## src/rtl/fsnw_pkg.sv

```systemverilog
// Shared types, codes and constant tables for the FM synth note register writer.
// No dependencies; every other file in rtl/ imports this package.
package fsnw_pkg;

  // Command codes on the request channel
  localparam logic [1:0] CMD_NOTE_ON  = 2'd0;
  localparam logic [1:0] CMD_NOTE_OFF = 2'd1;
  localparam logic [1:0] CMD_RESET    = 2'd2;

  localparam int PATCH_COUNT_DEFAULT = 6;
  localparam int ROM_PATCHES         = 6;
  localparam int PATCH_BYTES         = 11;
  localparam int NUM_CHANNELS        = 9;
  localparam int QUEUE_DEPTH         = 2;

  localparam int NOTE_ON_WRITES  = 14;
  localparam int NOTE_OFF_WRITES = 1;
  localparam int RESET_WRITES    = 11;

  typedef enum logic [1:0] {
    KIND_NOTE_ON,
    KIND_NOTE_OFF,
    KIND_RESET
  } cmd_kind_t;

  // One classified request, ready for the write sequencer
  typedef struct packed {
    cmd_kind_t   kind;
    logic [3:0]  ch;
    logic [4:0]  op;      // modulator operator offset
    logic [2:0]  patch;
    logic [5:0]  level;   // velocity-scaled carrier attenuation
    logic [9:0]  fnum;
    logic [2:0]  block;
  } desc_t;

  typedef struct packed {
    logic  valid;
    desc_t desc;
  } enq_t;

  typedef struct packed {
    logic full;
    logic empty;
  } q_status_t;

  // Per patch: modulator 20,40,60,80,E0; carrier 20,40,60,80,E0; feedback
  localparam logic [7:0] PATCH_ROM [ROM_PATCHES][PATCH_BYTES] = '{
    '{8'h21, 8'h22, 8'hF2, 8'h73, 8'h00, 8'h01, 8'h08, 8'hF4, 8'h36, 8'h00, 8'h06},
    '{8'h01, 8'h18, 8'hA4, 8'h74, 8'h00, 8'h01, 8'h10, 8'hA4, 8'h74, 8'h00, 8'h04},
    '{8'h21, 8'h12, 8'hF3, 8'h45, 8'h00, 8'h01, 8'h08, 8'hF2, 8'h35, 8'h00, 8'h02},
    '{8'h01, 8'h16, 8'hF8, 8'h08, 8'h00, 8'h01, 8'h08, 8'hF8, 8'h08, 8'h00, 8'h0E},
    '{8'h01, 8'h10, 8'hF6, 8'h16, 8'h00, 8'h01, 8'h06, 8'hF3, 8'h08, 8'h00, 8'h0F},
    '{8'h01, 8'h18, 8'hF2, 8'h04, 8'h00, 8'h01, 8'h0A, 8'hF1, 8'h03, 8'h00, 8'h0F}
  };

  // Index of the carrier level byte within a patch
  localparam int PATCH_CAR_LEVEL = 6;
  localparam int PATCH_FEEDBACK  = 10;

  localparam logic [4:0] OP_OFFSET [NUM_CHANNELS] = '{
    5'd0, 5'd1, 5'd2, 5'd8, 5'd9, 5'd10, 5'd16, 5'd17, 5'd18
  };

  localparam logic [9:0] FNUM_ROM [12] = '{
    10'd343, 10'd363, 10'd385, 10'd408, 10'd432, 10'd458,
    10'd485, 10'd514, 10'd544, 10'd577, 10'd611, 10'd647
  };

  // Operator register bases for the ten patch writes (modulator then carrier)
  localparam logic [7:0] OPERATOR_REG [10] = '{
    8'h20, 8'h40, 8'h60, 8'h80, 8'hE0, 8'h20, 8'h40, 8'h60, 8'h80, 8'hE0
  };

  localparam logic [7:0] REG_TEST_CTRL  = 8'h01;
  localparam logic [7:0] VAL_WAVE_EN    = 8'h20;
  localparam logic [7:0] REG_FNUM_LO    = 8'hA0;
  localparam logic [7:0] REG_KEY_BLOCK  = 8'hB0;
  localparam logic [7:0] REG_RHYTHM     = 8'hBD;
  localparam logic [7:0] REG_FEEDBACK   = 8'hC0;
  localparam logic [7:0] KEY_ON_BIT     = 8'h20;

endpackage

```

## src/rtl/fm_synth_note_register_writer.sv

```systemverilog
// FM synth note register writer: turns note on / note off / reset requests
// into runs of synth register writes, one write per cycle unless the sink
// stalls with wr_ready low. A note on gives 14 writes, reset 11, note off 1.
// Sync reset empties queue and output.
module fm_synth_note_register_writer #(
  parameter int PATCH_COUNT = fsnw_pkg::PATCH_COUNT_DEFAULT
) (
  input  logic       clk,
  input  logic       rst,
  input  logic       cmd_valid,
  output logic       cmd_ready,
  input  logic [1:0] command,
  input  logic [3:0] channel,
  input  logic [6:0] note,
  input  logic [7:0] instrument,
  input  logic [6:0] velocity,
  output logic       wr_valid,
  input  logic       wr_ready,
  output logic [7:0] register_address,
  output logic [7:0] register_value,
  output logic       last_write
);
  import fsnw_pkg::*;

  enq_t      enq;
  desc_t     head;
  q_status_t q_status;
  logic      pop;

  // Front end: classify each request, drop those that give no writes,
  // precompute patch index, fnum, block and carrier level.
  fsnw_front #(
    .PATCH_COUNT(PATCH_COUNT)
  ) u_front (
    .cmd_valid (cmd_valid),
    .cmd_ready (cmd_ready),
    .command   (command),
    .channel   (channel),
    .note      (note),
    .instrument(instrument),
    .velocity  (velocity),
    .q_status  (q_status),
    .enq       (enq)
  );

  // Hold classified requests so the front keeps accepting while the
  // sequencer works through a long run or the sink stalls.
  fsnw_queue u_queue (
    .clk   (clk),
    .rst   (rst),
    .enq   (enq),
    .pop   (pop),
    .head  (head),
    .status(q_status)
  );

  // Back end: advance through the writes of the head request, drop it from
  // the queue with its last write.
  fsnw_back u_back (
    .clk             (clk),
    .rst             (rst),
    .head            (head),
    .q_status        (q_status),
    .pop             (pop),
    .wr_valid        (wr_valid),
    .wr_ready        (wr_ready),
    .register_address(register_address),
    .register_value  (register_value),
    .last_write      (last_write)
  );

  // The queue never takes a request while full
  a_no_overflow: assert property (@(posedge clk) disable iff (rst)
    enq.valid |-> !q_status.full)
    else $error("request pushed into a full queue");

  // A request leaves the queue only if one is there
  a_no_underflow: assert property (@(posedge clk) disable iff (rst)
    pop |-> !q_status.empty)
    else $error("request popped from an empty queue");

  // Completing a run frees a slot, so the front is ready next cycle
  a_pop_frees: assert property (@(posedge clk) disable iff (rst)
    pop && !enq.valid |=> cmd_ready)
    else $error("queue still full after a run completed");

endmodule

```

## src/rtl/fsnw_front.sv

```systemverilog
// Request front end: accepts commands, drops those that give no writes,
// looks up patch, frequency and level, and pushes a descriptor. Uses fsnw_pkg.
module fsnw_front #(
  parameter int PATCH_COUNT = fsnw_pkg::PATCH_COUNT_DEFAULT
) (
  input  logic                  cmd_valid,
  output logic                  cmd_ready,
  input  logic [1:0]            command,
  input  logic [3:0]            channel,
  input  logic [6:0]            note,
  input  logic [7:0]            instrument,
  input  logic [6:0]            velocity,
  input  fsnw_pkg::q_status_t   q_status,
  output fsnw_pkg::enq_t        enq
);
  import fsnw_pkg::*;

  logic [2:0] patch_lut [256];
  logic [3:0] note_semi [128];
  logic [2:0] note_blk  [128];

  // Constant lookup tables, folded at elaboration
  for (genvar g = 0; g < 256; g++) begin : g_patch
    assign patch_lut[g] = 3'((g % PATCH_COUNT) % ROM_PATCHES);
  end

  for (genvar g = 0; g < 128; g++) begin : g_note
    localparam int Oct = g / 12;
    assign note_semi[g] = 4'(g % 12);
    assign note_blk[g]  = (Oct == 0) ? 3'd0 : (Oct > 8) ? 3'd7 : 3'(Oct - 1);
  end

  logic       ch_ok;
  logic       note_ok;
  logic       produce;
  cmd_kind_t  kind;
  logic [2:0] patch;
  logic [7:0] car_level;
  logic [6:0] vel_n;
  logic [6:0] level_sum;

  assign cmd_ready = !q_status.full;

  assign ch_ok   = channel < 4'(NUM_CHANNELS);
  assign note_ok = note >= 7'd12;
  assign patch   = patch_lut[instrument];

  assign car_level = PATCH_ROM[patch][PATCH_CAR_LEVEL];
  assign vel_n     = ~velocity;
  assign level_sum = {1'b0, car_level[5:0]} + {2'b00, vel_n[6:2]};

  always_comb begin
    produce = 1'b0;
    kind    = KIND_NOTE_ON;
    unique case (command)
      CMD_NOTE_ON: begin
        produce = ch_ok && note_ok;
        kind    = KIND_NOTE_ON;
      end
      CMD_NOTE_OFF: begin
        produce = ch_ok;
        kind    = KIND_NOTE_OFF;
      end
      CMD_RESET: begin
        produce = 1'b1;
        kind    = KIND_RESET;
      end
      default: produce = 1'b0;
    endcase
  end

  always_comb begin
    enq.valid      = cmd_valid && cmd_ready && produce;
    enq.desc.kind  = kind;
    enq.desc.ch    = channel;
    enq.desc.op    = ch_ok ? OP_OFFSET[channel] : 5'd0;
    enq.desc.patch = patch;
    enq.desc.level = level_sum[6] ? 6'h3F : level_sum[5:0];
    enq.desc.fnum  = FNUM_ROM[note_semi[note]];
    enq.desc.block = note_blk[note];
  end

endmodule

```

## src/rtl/fsnw_queue.sv

```systemverilog
// Short descriptor queue between front end and write sequencer.
// Uses fsnw_pkg for the descriptor and status types.
module fsnw_queue (
  input  logic                 clk,
  input  logic                 rst,
  input  fsnw_pkg::enq_t       enq,
  input  logic                 pop,
  output fsnw_pkg::desc_t      head,
  output fsnw_pkg::q_status_t  status
);
  import fsnw_pkg::*;

  localparam int PtrW = (QUEUE_DEPTH > 1) ? $clog2(QUEUE_DEPTH) : 1;
  localparam int CntW = $clog2(QUEUE_DEPTH + 1);

  desc_t           mem [QUEUE_DEPTH];
  logic [PtrW-1:0] wr_ptr;
  logic [PtrW-1:0] rd_ptr;
  logic [CntW-1:0] count;

  assign head         = mem[rd_ptr];
  assign status.full  = count == CntW'(QUEUE_DEPTH);
  assign status.empty = count == '0;

  always_ff @(posedge clk) begin
    if (enq.valid) begin
      mem[wr_ptr] <= enq.desc;
    end
  end

  always_ff @(posedge clk) begin
    if (rst) begin
      wr_ptr <= '0;
      rd_ptr <= '0;
      count  <= '0;
    end else begin
      if (enq.valid) begin
        wr_ptr <= (wr_ptr == PtrW'(QUEUE_DEPTH - 1)) ? '0 : wr_ptr + 1'b1;
      end
      if (pop) begin
        rd_ptr <= (rd_ptr == PtrW'(QUEUE_DEPTH - 1)) ? '0 : rd_ptr + 1'b1;
      end
      unique case ({enq.valid, pop})
        2'b10:   count <= count + 1'b1;
        2'b01:   count <= count - 1'b1;
        default: count <= count;
      endcase
    end
  end

endmodule

```

## src/rtl/fsnw_back.sv

```systemverilog
// Write sequencer: steps through the register writes of the queue head,
// one per cycle while wr_ready allows, into the output register. Uses fsnw_pkg.
module fsnw_back (
  input  logic                 clk,
  input  logic                 rst,
  input  fsnw_pkg::desc_t      head,
  input  fsnw_pkg::q_status_t  q_status,
  output logic                 pop,
  output logic                 wr_valid,
  input  logic                 wr_ready,
  output logic [7:0]           register_address,
  output logic [7:0]           register_value,
  output logic                 last_write
);
  import fsnw_pkg::*;

  localparam logic [3:0] STEP_FIRST_PATCH = 4'd1;
  localparam logic [3:0] STEP_LAST_PATCH  = 4'd10;
  localparam logic [3:0] STEP_FEEDBACK    = 4'd11;
  localparam logic [3:0] STEP_FNUM        = 4'd12;
  localparam logic [3:0] STEP_KEY_ON      = 4'(NOTE_ON_WRITES - 1);
  localparam logic [3:0] STEP_CTRL        = 4'(RESET_WRITES - 2);
  localparam logic [3:0] STEP_RHYTHM      = 4'(RESET_WRITES - 1);
  localparam logic [3:0] CAR_LEVEL_IDX    = 4'(PATCH_CAR_LEVEL);
  localparam logic [3:0] FIRST_CARRIER    = 4'd5;

  logic [3:0] step;
  logic [3:0] step_next;
  logic       load;
  logic [3:0] idx;
  logic [4:0] op_sel;
  logic [7:0] patch_byte;
  logic [7:0] addr_c;
  logic [7:0] val_c;
  logic       last_c;

  assign load = !q_status.empty && (!wr_valid || wr_ready);
  assign pop  = load && last_c;
  assign step_next = last_c ? 4'd0 : step + 4'd1;

  assign idx        = step - STEP_FIRST_PATCH;
  assign op_sel     = (idx >= FIRST_CARRIER) ? head.op + 5'd3 : head.op;
  assign patch_byte = PATCH_ROM[head.patch][idx];

  always_comb begin
    addr_c = REG_KEY_BLOCK + {4'b0, head.ch};
    val_c  = 8'h00;
    last_c = 1'b0;
    unique case (head.kind)
      KIND_NOTE_ON: begin
        last_c = step == STEP_KEY_ON;
        if (step >= STEP_FIRST_PATCH && step <= STEP_LAST_PATCH) begin
          addr_c = OPERATOR_REG[idx] + {3'b0, op_sel};
          val_c  = (idx == CAR_LEVEL_IDX) ? {patch_byte[7:6], head.level} : patch_byte;
        end else if (step == STEP_FEEDBACK) begin
          addr_c = REG_FEEDBACK + {4'b0, head.ch};
          val_c  = PATCH_ROM[head.patch][PATCH_FEEDBACK];
        end else if (step == STEP_FNUM) begin
          addr_c = REG_FNUM_LO + {4'b0, head.ch};
          val_c  = head.fnum[7:0];
        end else if (step == STEP_KEY_ON) begin
          val_c = KEY_ON_BIT | {3'b0, head.block, head.fnum[9:8]};
        end
      end
      KIND_NOTE_OFF: begin
        last_c = 1'b1;
      end
      KIND_RESET: begin
        last_c = step == STEP_RHYTHM;
        if (step == STEP_CTRL) begin
          addr_c = REG_TEST_CTRL;
          val_c  = VAL_WAVE_EN;
        end else if (step == STEP_RHYTHM) begin
          addr_c = REG_RHYTHM;
        end else begin
          addr_c = REG_KEY_BLOCK + {4'b0, step};
        end
      end
      default: last_c = 1'b1;
    endcase
  end

  always_ff @(posedge clk) begin
    if (rst) begin
      step     <= '0;
      wr_valid <= 1'b0;
    end else begin
      if (load) begin
        step     <= step_next;
        wr_valid <= 1'b1;
      end else if (wr_ready) begin
        wr_valid <= 1'b0;
      end
    end
  end

  always_ff @(posedge clk) begin
    if (load) begin
      register_address <= addr_c;
      register_value   <= val_c;
      last_write       <= last_c;
    end
  end

endmodule
```

## config.mk

```make
export PLATFORM = sky130hd
export DESIGN_NAME = fm_synth_note_register_writer
export DESIGN_NICKNAME = d
export VERILOG_FILES = /design/src/rtl/fsnw_pkg.sv /design/src/rtl/fm_synth_note_register_writer.sv /design/src/rtl/fsnw_front.sv /design/src/rtl/fsnw_queue.sv /design/src/rtl/fsnw_back.sv
export SDC_FILE = /design/constraint.sdc
export NUM_CORES = 1
export LEC_CHECK = 0
export BUFFER_PORTS_ARGS = -buffer_cell sky130_fd_sc_hd__buf_2
export CORE_ASPECT_RATIO = 1.75
export CORE_UTILIZATION = 50
export CTS_BUF_LIST = sky130_fd_sc_hd__clkbuf_4
export CTS_CLUSTER_DIAMETER = 200
export CTS_CLUSTER_SIZE = 8
export DETAILED_ROUTE_END_ITERATION = 10
export PLACE_DENSITY_LB_ADDON = 0.05
export REMOVE_ABC_BUFFERS = 1
export SYNTH_ARGS = -nofsm -noshare
export SYNTH_HDL_FRONTEND = slang
export SYNTH_HIERARCHICAL = 1
export SYNTH_SLANG_ARGS = --single-unit
```

## constraint.sdc

```tcl
create_clock -name clk -period 3.72 [get_ports clk]
set_clock_uncertainty 0.2 [all_clocks]
set_input_delay 0.372 -clock clk [delete_from_list [all_inputs] [get_ports clk]]
set_output_delay 0.372 -clock clk [all_outputs]
set_load 0.005 [all_outputs]
```

==> flow_summary_export.csv <==
group,metric,value,unit
synth,synth_area_leaders,"edfxtp_1 41%, ha_1 7.2%, mux2_2 6.1%",
synth,yosys_warnings,6,
setup_path,crit_path_max_fanout,7,
power_and_ir_drop,irDropWorstVdd,190.0,uV
routing,wirelength,13.55,mm
die,dieArea,12710,um2
sta,rsz0062_at_grt,"false",
clock_tree,ctsResizeCount,0,
setup_path,ff2ff_setup_slack,0.70,ns
synth,async_flop_share,0,%
setup_path,critPathTopFamily,"simple AND/OR/NAND/NOR gates",
die,dieWidth,85.65,um
min_path,hold_path_class,"in2reg",
die,pin_count,51,
clock_tree,htree_levels,3,
sta,setup_viol,0,
grt,grt_pass1_vias,4344,
sta,fin_hold_ws,0.03149,ns
synth,yosysUniqueCellTypes,87,
die,die_h,148.4,um
place,dp.final_hpwl,10.08,mm
clock_tree,cts_buffers,9,
synth,synthSimpleGateAreaFrac,14.65,%
synth,syn_area,6122,um2
clock_tree,cts_setup_buffers,0,
grt,overflow,0,
setup_path,critPathKind,"in2reg",
power_and_ir_drop,finalPower,0.003605,W
synth,muxShareOfSynthArea,7.725,%
cells_and_area,nFillCells,1062,
routing,vias_per_cell,5.745,
cells_and_area,fin_cells,793,
sta,fmax,0.3219,GHz
synth,synth_compound_area_share,17.41,%
setup_path,worst-path-buf-inv,2,
routing,drc,0,
routing,vias,4556,
sta,setup-tns-final,0,ns
setup_path,cp_cell_sequence,"buf_2, inv_1, ha_1, nor4b_1, a221oi_2, a21boi_0, o31ai_1, mux2_1, ha_1, nand3b_1, o21ai_0, nor3_1, nand3_1",
setup_path,worst_path_max_delay_cell,"nor4b_1",
grt,antenna_found_initial,1,
setup_path,cp_common_cell,"ha_1",
synth,synth-seq-cells,93,
place,io_buffers,48,
setup_path,cp-start-kind,"input pin",
power_and_ir_drop,leakagePower,2.468,nW
clock_tree,path_clk_slew,0.15,ns
synth,syn-instance-count,581,
clock_tree,cts_buffer_depth,2,
cells_and_area,layout_common_cells,"83 x edfxtp_1, 48 x buf_2, 45 x nor2_1",
clock_tree,clk_latency,0.46,ns
sta,min_period,3.107,ns
synth,synth_top_family_by_area,"compound AO/OA/AOI/OAI gates",
synth,synthAdderAreaFrac,7.480,%
die,initial_core_util,51.01,%
grt,grt_pass1_wl,21.36,mm
clock_tree,tritoncts,"built",
cells_and_area,nNetsFinal,690,
clock_tree,cts_num_sinks,93,
place,dp.cells,769,
routing,ant_nets,0,
setup_path,required,3.71,ns
run,maxCapViolCount,0,
die,row_count,53,
cells_and_area,drive_gt1_share,21.37,%
routing,wire_per_inst,17.08,um
routing,dr.pass1.iters,6,
sta,slew_viol_final,0,
sta,relSlewSlack,48.44,%
routing,drtIter0Drc,242,
power_and_ir_drop,powerDensity,541.2,nW/um2
outcome,outcome,"completed",
grt,track_usage,21.71,%
setup_path,cp.arrival,3.10,ns
die,core-area,12000,um2
clock_tree,cts_hold_buf,7,
setup_path,slowest_delay,0.42,ns
clock_tree,cts-root-buf,"clkbuf_4",
synth,synth_seq_area_share,43.98,%
cells_and_area,final_common_cell,"edfxtp_1",
synth,synth_edf_count,83,
cells_and_area,syn_to_final_growth,8.809,%
place,gp_congestion,0.8885,
synth,synthFlopType,"edfxtp_1",
synth,avgSynthCellArea,10.54,um2
sta,hold_violations,0,
sta,worstMarginPinSlew,0.7725,ns
synth,netlist.area_leader.share,40.71,%
synth,yosysTopAreaCell,"edfxtp_1",
sta,min_period_over_period,83.51,%
setup_path,worst_setup_path_end_kind,"register",
synth,synth-xor-area-share,2.963,%
grt,grt_max_degree,34,
## flip-flops by register name, indices dropped and copies added (netlist names), named ones only
name / count
u_back/last_write: 1
u_back/register_address: 8
u_back/register_value: 8
u_back/step: 4
u_back/wr_valid: 1
u_queue/count: 2
u_queue/mem: 66
u_queue/rd_ptr: 1
u_queue/wr_ptr: 1
## Yosys cell counts, types with 3 or more instances
master	instances
a221oi_2	3
o21ai_1	5
edfxtp_1	83
nor2b_1	11
inv_1	36
a21o_1	6
and2_1	4
xnor2_1	11
a22oi_1	5
inv_2	3
ha_1	35
nand2_1	31
and3b_1	3
o2bb2ai_1	3
nand2b_1	9
nor3_1	14
buf_2	13
o31ai_1	6
nand3b_1	4
dfxtp_1	10
a31oi_1	6
nor4_1	5
nor4b_1	3
buf_4	7
o211ai_1	3
buf_6	4
mux2i_1	9
nand3_1	10
o21a_1	3
and3_1	3
clkbuf_1	9
o311ai_1	3
a211oi_1	8
a21oi_1	26
o21ai_0	30
nor2_1	46
a221oi_1	4
o22ai_1	7
mux2_2	33
xor2_1	6
## kinds of logic after synthesis
| family | after synthesis |
|---|---|
| simple gates | 165 |
| compound gates | 150 |
| flops | 93 |
| buf+inv | 74 |
| mux | 43 |
| fa+ha+maj | 36 |
| xor+xnor | 19 |
| other cells | 1 |
## routing by layer
layer  wire [um]  part of all wire [%]  GRT usage (%)  vias up
li1            -                     -              -     2240
met2        7233                    53          39.56      152
met4         567                   4.2          10.92        0
met3         436                   3.2          3.052       41
met5           0                     0              0        -
met1        5310                    39          24.34     2123
## final cells by class
| type | count | area (um2) | area share [%] |
|---|---|---|---|
| tap | 165 | 206.4 | 3.099 |
| timing repair buffer | 65 | 385.4 | 5.785 |
| multi-input combinational | 414 | 3082 | 46.26 |
| sequential | 93 | 2693 | 40.42 |
| clock buffer | 9 | 67.56 | 1.014 |
| inverter | 39 | 146.4 | 2.198 |
| antenna | 1 | 2.502 | 0.03757 |
| clock inverter | 7 | 78.83 | 1.183 |
## power breakdown
group | internal, W | switching [W] | leakage (nW)
clock network | 0.000215 | 0.000366 | 0.0769
registers | 0.00134 | 0.0000450 | 0.844
logic | 0.000633 | 0.00100 | 1.55
## metrics by stage
stage | utilization [%] | instance area, um2 | worst slack, ns
floorplan | - | 5918 | 0.4263
global placement | 53.67 | 6442 | 0.3416
detailed placement | 53.67 | 6442 | 0.1934
CTS | 55.48 | 6659 | 0.6831
global route | 55.50 | 6661 | 0.4052
finish | 55.50 | 6661 | 0.6133
## final timing paths
| kind | depth (start not counted) | end | from |
|---|---|---|---|
| setup / recovery | 13 | u_queue/mem[1][17] | instrument[1] |
| hold reg to reg | 2 | u_queue/count[1] | u_queue/count[1] |
| hold / removal | 1 | u_queue/mem[0][30] | channel[3] |
| setup reg to reg | 7 | u_back/register_value[3] | register |
No activity file was read; power rests on OpenSTA's default activity.
